File: src/hw/rtl/sfr_pkg.sv
// Shared types and constants for the sync frame receiver.
// Holds status codes, register indexes, reset values and the result record.
// No dependencies.
`timescale 1ns / 1ps

package sfr_pkg;

   // Status codes carried with each frame result
   localparam logic [1:0] STATUS_GOOD     = 2'd0;
   localparam logic [1:0] STATUS_MISMATCH = 2'd1;
   localparam logic [1:0] STATUS_OVERFLOW = 2'd2;

   // Configuration register indexes (byte address = 4 * index)
   localparam logic [1:0] REG_START_ONE = 2'd0;
   localparam logic [1:0] REG_START_TWO = 2'd1;
   localparam logic [1:0] REG_END_ONE   = 2'd2;
   localparam logic [1:0] REG_END_TWO   = 2'd3;

   // Register values after reset
   localparam logic [7:0] RESET_START_ONE = 8'hAF;
   localparam logic [7:0] RESET_START_TWO = 8'hFA;
   localparam logic [7:0] RESET_END_ONE   = 8'hAF;
   localparam logic [7:0] RESET_END_TWO   = 8'hA0;

   // Number of captured frame bytes (frame bytes 2 to 9)
   localparam int unsigned CAPTURE_COUNT = 8;

   // Sync and end byte settings seen by the deframer
   typedef struct packed {
      logic [7:0] start_one;
      logic [7:0] start_two;
      logic [7:0] end_one;
      logic [7:0] end_two;
   } sfr_cfg_type;

   // One frame result
   typedef struct packed {
      logic [1:0]                          status;
      logic [4:0]                          frame_length;
      logic [CAPTURE_COUNT-1:0][7:0]       captured;
      logic [7:0]                          received_sum;
   } sfr_result_type;

endpackage

File: src/hw/rtl/sfr_deframer.sv
// Byte-level deframer: sync hunt, body collection, checksum and overflow.
// Depends on sfr_pkg for the configuration and result records.
`timescale 1ns / 1ps

module sfr_deframer
   import sfr_pkg::*;
#(
   parameter int unsigned MAX_FRAME_LEN = 16
) (
   input  logic           clock,
   input  logic           reset,
   input  logic           byte_valid,
   input  logic [7:0]     rx_byte,
   input  sfr_cfg_type    cfg,
   output logic           res_valid,
   output sfr_result_type res
);

   localparam int unsigned CW = $clog2(MAX_FRAME_LEN + 1);
   localparam logic [CW-1:0] MAX_LEN = CW'(MAX_FRAME_LEN);

   typedef enum logic [1:0] {
      PH_HUNT  = 2'd0,
      PH_SYNC2 = 2'd1,
      PH_BODY  = 2'd2
   } phase_type;

   phase_type                      phase_ff, phase_in;
   logic [CW-1:0]                  count_ff, count_in;
   logic [7:0]                     sum_ff, sum_in;
   logic [7:0]                     recent0_ff, recent0_in;
   logic [7:0]                     recent1_ff, recent1_in;
   logic [CAPTURE_COUNT-1:0][7:0]  capt_ff, capt_in;
   logic [CW-1:0]                  count_inc;
   logic                           end_seen;

   assign count_inc = count_ff + CW'(1);
   assign end_seen  = (count_ff >= CW'(3)) && (recent0_ff == cfg.end_one)
                      && (rx_byte == cfg.end_two);

   // Work out the next state and any frame result for the incoming item
   always_comb begin
      phase_in   = phase_ff;
      count_in   = count_ff;
      sum_in     = sum_ff;
      recent0_in = recent0_ff;
      recent1_in = recent1_ff;
      capt_in    = capt_ff;
      res_valid  = 1'b0;
      res.status       = STATUS_GOOD;
      res.frame_length = 5'(count_inc);
      res.captured     = capt_ff;
      res.received_sum = recent1_ff;
      unique case (phase_ff)
         PH_SYNC2: begin
            if (rx_byte == cfg.start_two) begin
               phase_in   = PH_BODY;
               count_in   = CW'(2);
               sum_in     = 8'd0;
               recent0_in = cfg.start_two;
               recent1_in = cfg.start_one;
               capt_in    = '0;
            end else if (rx_byte != cfg.start_one) begin
               phase_in = PH_HUNT;
            end
         end
         PH_BODY: begin
            // capture frame bytes 2 to 9 in place
            for (int k = 0; k < CAPTURE_COUNT; k++) begin
               if (count_ff == CW'(k + 2)) begin
                  capt_in[k] = rx_byte;
               end
            end
            res.captured = capt_in;
            if (end_seen) begin
               res_valid  = 1'b1;
               res.status = (sum_ff == recent1_ff) ? STATUS_GOOD : STATUS_MISMATCH;
               phase_in   = PH_HUNT;
               count_in   = '0;
            end else begin
               if (count_ff >= CW'(4)) begin
                  sum_in = sum_ff + recent1_ff;
               end
               recent1_in = recent0_ff;
               recent0_in = rx_byte;
               if (count_inc >= MAX_LEN) begin
                  // drop the over-long frame and resume hunting
                  res_valid        = 1'b1;
                  res.status       = STATUS_OVERFLOW;
                  res.frame_length = 5'(MAX_LEN);
                  res.received_sum = 8'd0;
                  phase_in         = PH_HUNT;
                  count_in         = '0;
               end else begin
                  count_in = count_inc;
               end
            end
         end
         default: begin
            phase_in = (rx_byte == cfg.start_one) ? PH_SYNC2 : PH_HUNT;
         end
      endcase
      if (!byte_valid) begin
         res_valid = 1'b0;
      end
   end

   // Hold the frame state; advance only on an accepted item
   always_ff @(posedge clock) begin
      if (reset) begin
         phase_ff   <= PH_HUNT;
         count_ff   <= '0;
         sum_ff     <= 8'd0;
         recent0_ff <= 8'd0;
         recent1_ff <= 8'd0;
         capt_ff    <= '0;
      end else if (byte_valid) begin
         phase_ff   <= phase_in;
         count_ff   <= count_in;
         sum_ff     <= sum_in;
         recent0_ff <= recent0_in;
         recent1_ff <= recent1_in;
         capt_ff    <= capt_in;
      end
   end

endmodule

File: src/hw/rtl/sync_frame_receiver.sv
// Sync frame receiver top level: register bank, deframer and result buffer.
// Depends on sfr_pkg and sfr_deframer.
//
// Usage:
//   Received bytes arrive on the req_ channel (req_valid/req_ready), one
//   item per byte. The block hunts for the two start bytes, collects the
//   frame until the end pair, and then offers one result item on the rsp_
//   channel with the frame length, frame bytes 2 to 9, the checksum byte
//   and a status (good, mismatch, overflow).
//   Throughput is one byte per cycle while req_ready is high. A result is
//   registered into the output register, or into the skid register while a result waits.
//   The result side has an output register and a skid register, so a byte
//   is still taken while one result waits; req_ready drops only when both
//   hold a result, and rises again as soon as rsp_ready takes one.
//   Reset (synchronous, active high) returns the sync and end bytes to their
//   defaults, empties the result buffer and puts the deframer back to
//   hunting. The APB port writes the four sync/end bytes at 0x0..0xC; it
//   should only be written while the block is idle.
`timescale 1ns / 1ps

module sync_frame_receiver
   import sfr_pkg::*;
#(
   parameter int unsigned MAX_FRAME_LEN = 16
) (
   input  logic        clock,
   input  logic        reset,
   // byte input
   input  logic        req_valid,
   output logic        req_ready,
   input  logic [7:0]  req_rx_byte,
   // frame results
   output logic        rsp_valid,
   input  logic        rsp_ready,
   output logic [1:0]  rsp_status,
   output logic [4:0]  rsp_frame_length,
   output logic [7:0]  rsp_address,
   output logic [7:0]  rsp_length_field,
   output logic [7:0]  rsp_command,
   output logic [7:0]  rsp_data_zero,
   output logic [7:0]  rsp_data_one,
   output logic [7:0]  rsp_data_two,
   output logic [7:0]  rsp_data_three,
   output logic [7:0]  rsp_data_four,
   output logic [7:0]  rsp_received_sum,
   // configuration
   input  logic        psel,
   input  logic        penable,
   input  logic        pwrite,
   input  logic [3:0]  paddr,
   input  logic [31:0] pwdata,
   output logic [31:0] prdata,
   output logic        pready
);

   sfr_cfg_type    cfg_ff;
   logic           csr_write;
   logic           byte_accept;
   logic           res_valid;
   sfr_result_type res;
   logic           out_valid_ff, skid_valid_ff;
   sfr_result_type out_ff, skid_ff;
   logic           pop;

   // Configuration registers
   assign pready    = 1'b1;
   assign csr_write = psel && penable && pwrite;

   always_ff @(posedge clock) begin
      if (reset) begin
         cfg_ff.start_one <= RESET_START_ONE;
         cfg_ff.start_two <= RESET_START_TWO;
         cfg_ff.end_one   <= RESET_END_ONE;
         cfg_ff.end_two   <= RESET_END_TWO;
      end else if (csr_write) begin
         unique case (paddr[3:2])
            REG_START_ONE: cfg_ff.start_one <= pwdata[7:0];
            REG_START_TWO: cfg_ff.start_two <= pwdata[7:0];
            REG_END_ONE:   cfg_ff.end_one   <= pwdata[7:0];
            REG_END_TWO:   cfg_ff.end_two   <= pwdata[7:0];
            default:       cfg_ff.end_two   <= cfg_ff.end_two;
         endcase
      end
   end

   // Read back the addressed register
   always_comb begin
      unique case (paddr[3:2])
         REG_START_ONE: prdata = {24'd0, cfg_ff.start_one};
         REG_START_TWO: prdata = {24'd0, cfg_ff.start_two};
         REG_END_ONE:   prdata = {24'd0, cfg_ff.end_one};
         REG_END_TWO:   prdata = {24'd0, cfg_ff.end_two};
         default:       prdata = 32'd0;
      endcase
   end

   // Deframer
   assign req_ready   = !skid_valid_ff;
   assign byte_accept = req_valid && req_ready;

   sfr_deframer #(
      .MAX_FRAME_LEN(MAX_FRAME_LEN)
   ) u_deframer (
      .clock     (clock),
      .reset     (reset),
      .byte_valid(byte_accept),
      .rx_byte   (req_rx_byte),
      .cfg       (cfg_ff),
      .res_valid (res_valid),
      .res       (res)
   );

   // Output register with skid stage: results leave in arrival order
   assign pop = out_valid_ff && rsp_ready;

   always_ff @(posedge clock) begin
      if (reset) begin
         out_valid_ff  <= 1'b0;
         skid_valid_ff <= 1'b0;
      end else if (!out_valid_ff || pop) begin
         if (skid_valid_ff) begin
            out_valid_ff  <= 1'b1;
            skid_valid_ff <= res_valid;
         end else begin
            out_valid_ff  <= res_valid;
            skid_valid_ff <= 1'b0;
         end
      end else if (res_valid) begin
         skid_valid_ff <= 1'b1;
      end
   end

   always_ff @(posedge clock) begin
      if (!out_valid_ff || pop) begin
         if (skid_valid_ff) begin
            out_ff  <= skid_ff;
            skid_ff <= res;
         end else begin
            out_ff  <= res;
         end
      end else if (res_valid) begin
         skid_ff <= res;
      end
   end

   // Drive the result ports from the output register
   assign rsp_valid        = out_valid_ff;
   assign rsp_status       = out_ff.status;
   assign rsp_frame_length = out_ff.frame_length;
   assign rsp_address      = out_ff.captured[0];
   assign rsp_length_field = out_ff.captured[1];
   assign rsp_command      = out_ff.captured[2];
   assign rsp_data_zero    = out_ff.captured[3];
   assign rsp_data_one     = out_ff.captured[4];
   assign rsp_data_two     = out_ff.captured[5];
   assign rsp_data_three   = out_ff.captured[6];
   assign rsp_data_four    = out_ff.captured[7];
   assign rsp_received_sum = out_ff.received_sum;

endmodule

File: config.mk
export PLATFORM = sky130hd
export DESIGN_NAME = sync_frame_receiver
export DESIGN_NICKNAME = d
export VERILOG_FILES = /design/src/hw/rtl/sfr_pkg.sv /design/src/hw/rtl/sfr_deframer.sv /design/src/hw/rtl/sync_frame_receiver.sv
export SDC_FILE = /design/constraint.sdc
export NUM_CORES = 1
export LEC_CHECK = 0
export BUFFER_PORTS_ARGS = -buffer_cell sky130_fd_sc_hd__buf_2
export CORE_MARGIN = 5
export CORE_UTILIZATION = 23
export DETAILED_ROUTE_END_ITERATION = 10
export PLACE_DENSITY_LB_ADDON = 0.1
export SLEW_MARGIN = 15
export SYNTH_ARGS = -nofsm -noshare
export SYNTH_HDL_FRONTEND = slang
export SYNTH_SLANG_ARGS = --single-unit
File: constraint.sdc
create_clock -name clock -period 11.94 [get_ports clock]
set_input_delay 0.597 -clock clock [delete_from_list [all_inputs] [get_ports clock]]
set_output_delay 0.597 -clock clock [all_outputs]
set_load 0.05 [all_outputs]
==> run metrics <==
Slew Limit Fails 0; Area growth, synth to finish 18.47%; outcome completed; reg2reg end skid_ff[20]; DIE AREA 61,680 µm²; fin nets 1,190; Setup Fix Bufs, Post-CTS 0; Slew Limit Headroom 0.2406; post-cts sizing count 0; Worst Setup SP u_deframer.count_ff[0]; number of synthesized flops with an enable pin 158; drt initial violations 558; Final min period 4211 ps; ANT cells 0; Die Ht 248.4 µm; CTS max path bufs 3; critical path type flop to flop; clk root buf clkbuf_16; total CTS buffers 38; number of fillers in the final layout 5,927; Initial Util 0.2317; Critical Path End Type flop; WP data required 12,110 ps; Worst-Margin Slew 1133 ps; DRC 0; sequential share of the synthesized area 0.5607; launching point of the worst reg2reg path u_deframer.count_ff[0]; RSZ-0062 raised after global routing false; Syn Inst Count 1,029; number of max-cap violations 0; Post-synth top flop edfxtp_1; Post-DRT Antenna Nets 0; Power per Cell Area 142.4 nW/µm²; setup TNS 0 ps; final wirelength 38,710 µm; Via density 4.370; Critical Path Source Type flop; share of cells above drive strength 1 0.3148; syn_area_per_cell 12.70 µm²; cell area after synthesis 13,070 µm²; Final Cycle Share 0.3527; FP Rows 87; Async SR Flop Fraction 0; clock skew 23.13 ps; main combinational cell family by area after synthesis multiplexers; RD Place Congestion 0.7527; post-synthesis simple-gate area fraction 0.1041; pin count of the biggest net entering global routing 72; HP Class input port to flop; drt first pass iters 4; routed len/inst 20.28 µm; endpoints failing setup 0; synth unique cells 65; I/O Buffers 113; Ports 165; r2r setup slk 7730 ps; core area 56,390 µm²; antenna violations before repair 1; Reg clk slew, reported paths 60 ps; Worst VDD drop 0.07464 mV; Synth Area in XOR/XNOR 0.02939; GRT Resource Usage Total 0.1232; grt total ovfl 0; Die X 248.4 µm; CP Capture Point skid_ff[20]; first-pass GRT wire length 57,070 µm; clk sinks 287; Pwr Total 2.205 mW; r2r worst-path depth 8; Adder-Cell Fraction of Synth Area 0.01398; leak pwr 5.929 nW; post-DP HPWL 25,110 µm; vias in the first global route 8,515; Max H-tree Level 2; Final Hold Fails 0; Reg area 7327 µm²; CTS tree yes; post-synthesis mux area share 0.1607; Vias 8,343; post-layout util 0.2746; Synth warnings 0; worst hold margin 336.0 ps; hold_buf cts 0; CP arrival 4380 ps; #FFs+latches synth 287; worst-path maximum fanout 50; Fmax 237.5 MHz; Synth Area in Compound Gates 0.09029; clk_lat worst skew 540 ps; area occupied by multi-input gates 5319 µm²
how the worst min path moves through the flow:
stage / slack [ps] / start / cells past startpoint / to
finish: 340 / pwdata[1] / 3 / cfg_ff[9]
global route: 330 / pwdata[1] / 3 / cfg_ff[17]
CTS: 300 / pwdata[1] / 3 / cfg_ff[9]
detailed placement: 470 / u_deframer.sum_ff[5] / 2 / u_deframer.sum_ff[5]
global placement: 460 / u_deframer.sum_ff[0] / 2 / u_deframer.sum_ff[0]
floorplan: 450 / u_deframer.sum_ff[0] / 2 / u_deframer.sum_ff[0]
worst max-delay path, stage by stage (launching register included):
cell      delay, ps
dfxtp_1         460
ha_1            450
a21oi_1          80
and2_1          220
nor4b_1         500
and2_1          280
o211ai_1        200
o21ai_4         890
buf_4           700
registers in the layout, summed over array words and instances (netlist names), 5 cells and up:
register	flops
u_deframer.sum_ff	8
u_deframer.recent1_ff	8
rsp_data_four	8
u_deframer.recent0_ff	8
rsp_data_zero	8
u_deframer.capt_ff	64
rsp_frame_length	5
rsp_received_sum	8
u_deframer.count_ff	5
rsp_data_one	8
rsp_data_three	8
cfg_ff	32
rsp_data_two	8
skid_ff	79
rsp_length_field	8
rsp_command	8
rsp_address	8
logic make-up after synthesis:
| family | Yosys count |
|---|---|
| buf+inv | 105 |
| fa+ha+maj | 14 |
| xor+xnor | 43 |
| simple gates | 244 |
| other cells | 2 |
| compound gates | 152 |
| mux | 182 |
| flops | 287 |
power by group:
part | leakage (nW) | switching (mW) | internal (mW)
clock | 0.581 | 0.438 | 0.659
combinational | 2.59 | 0.0577 | 0.0139
sequential | 2.76 | 0.00244 | 1.03
Yosys cell counts (all sizes together) (3+ instances only):
| cell | instances | area share |
|---|---|---|
| ha | 13 | 0.012 |
| a211oi | 3 | 0.0017 |
| nor2 | 81 | 0.023 |
| mux4 | 8 | 0.014 |
| and2 | 20 | 0.0096 |
| clkbuf | 33 | 0.0095 |
| o21ai | 5 | 0.0019 |
| a311oi | 16 | 0.017 |
| mux2i | 32 | 0.025 |
| nand3 | 30 | 0.011 |
| nor4 | 13 | 0.017 |
| a32oi | 8 | 0.0054 |
| inv | 15 | 0.0043 |
| buf | 57 | 0.027 |
| o211ai | 5 | 0.0039 |
| dfxtp | 129 | 0.20 |
| or3 | 7 | 0.0034 |
| nand2 | 52 | 0.015 |
| xor2 | 22 | 0.015 |
| nor3 | 9 | 0.0055 |
| xnor2 | 21 | 0.015 |
| a21oi | 45 | 0.017 |
| a22oi | 57 | 0.033 |
| mux2 | 142 | 0.12 |
| nor3b | 3 | 0.0021 |
| edfxtp | 158 | 0.36 |
| nand4 | 16 | 0.0081 |
metrics by stage:
| step | setup WS (ps) | area (µm²) | std cells |
|---|---|---|---|
| 6_report | 7729 | 15480 | 1909 |
| 5_1_grt | 7416 | 15480 | 1909 |
| 4_1_cts | 7671 | 15480 | 1909 |
| 3_5_place_dp | 7464 | 14290 | 1841 |
| 3_3_place_gp | 7490 | 14290 | 1841 |
| 2_1_floorplan | 3032 | 13150 | 1052 |
cell usage in the layout (no fill, tap or decap), types with 14 or more instances in the layout:
master	instances
mux2i_1	32
xnor2_1	20
a311oi_2	14
nand2_1	50
nand4_1	15
dfxtp_1	129
xor2_1	22
buf_2	112
and2_1	20
edfxtp_1	158
nor2_1	81
nand3_1	30
conb_1	25
clkbuf_16	39
mux2_2	136
inv_1	14
a21oi_1	45
a22oi_1	57
cell type report:
cell class                 instances  share of cell area
sequential                       287              0.4733
multi-input combinational        660              0.3436
clock buffer                      50             0.06765
tap                              756             0.06110
timing repair buffer             123             0.04154
clock inverter                    18            0.009133
inverter                          15            0.003718
routing by layer:
metal  part of all wire  up-vias  global-route usage
met3              0.046       45             0.02704
met1               0.50     4146              0.1802
li1                   -     3980                   -
met4              0.018        0             0.02970
met5                  0        -                   0
met2               0.44      172              0.1858
Note: power is estimated with default switching activity, not from simulation.
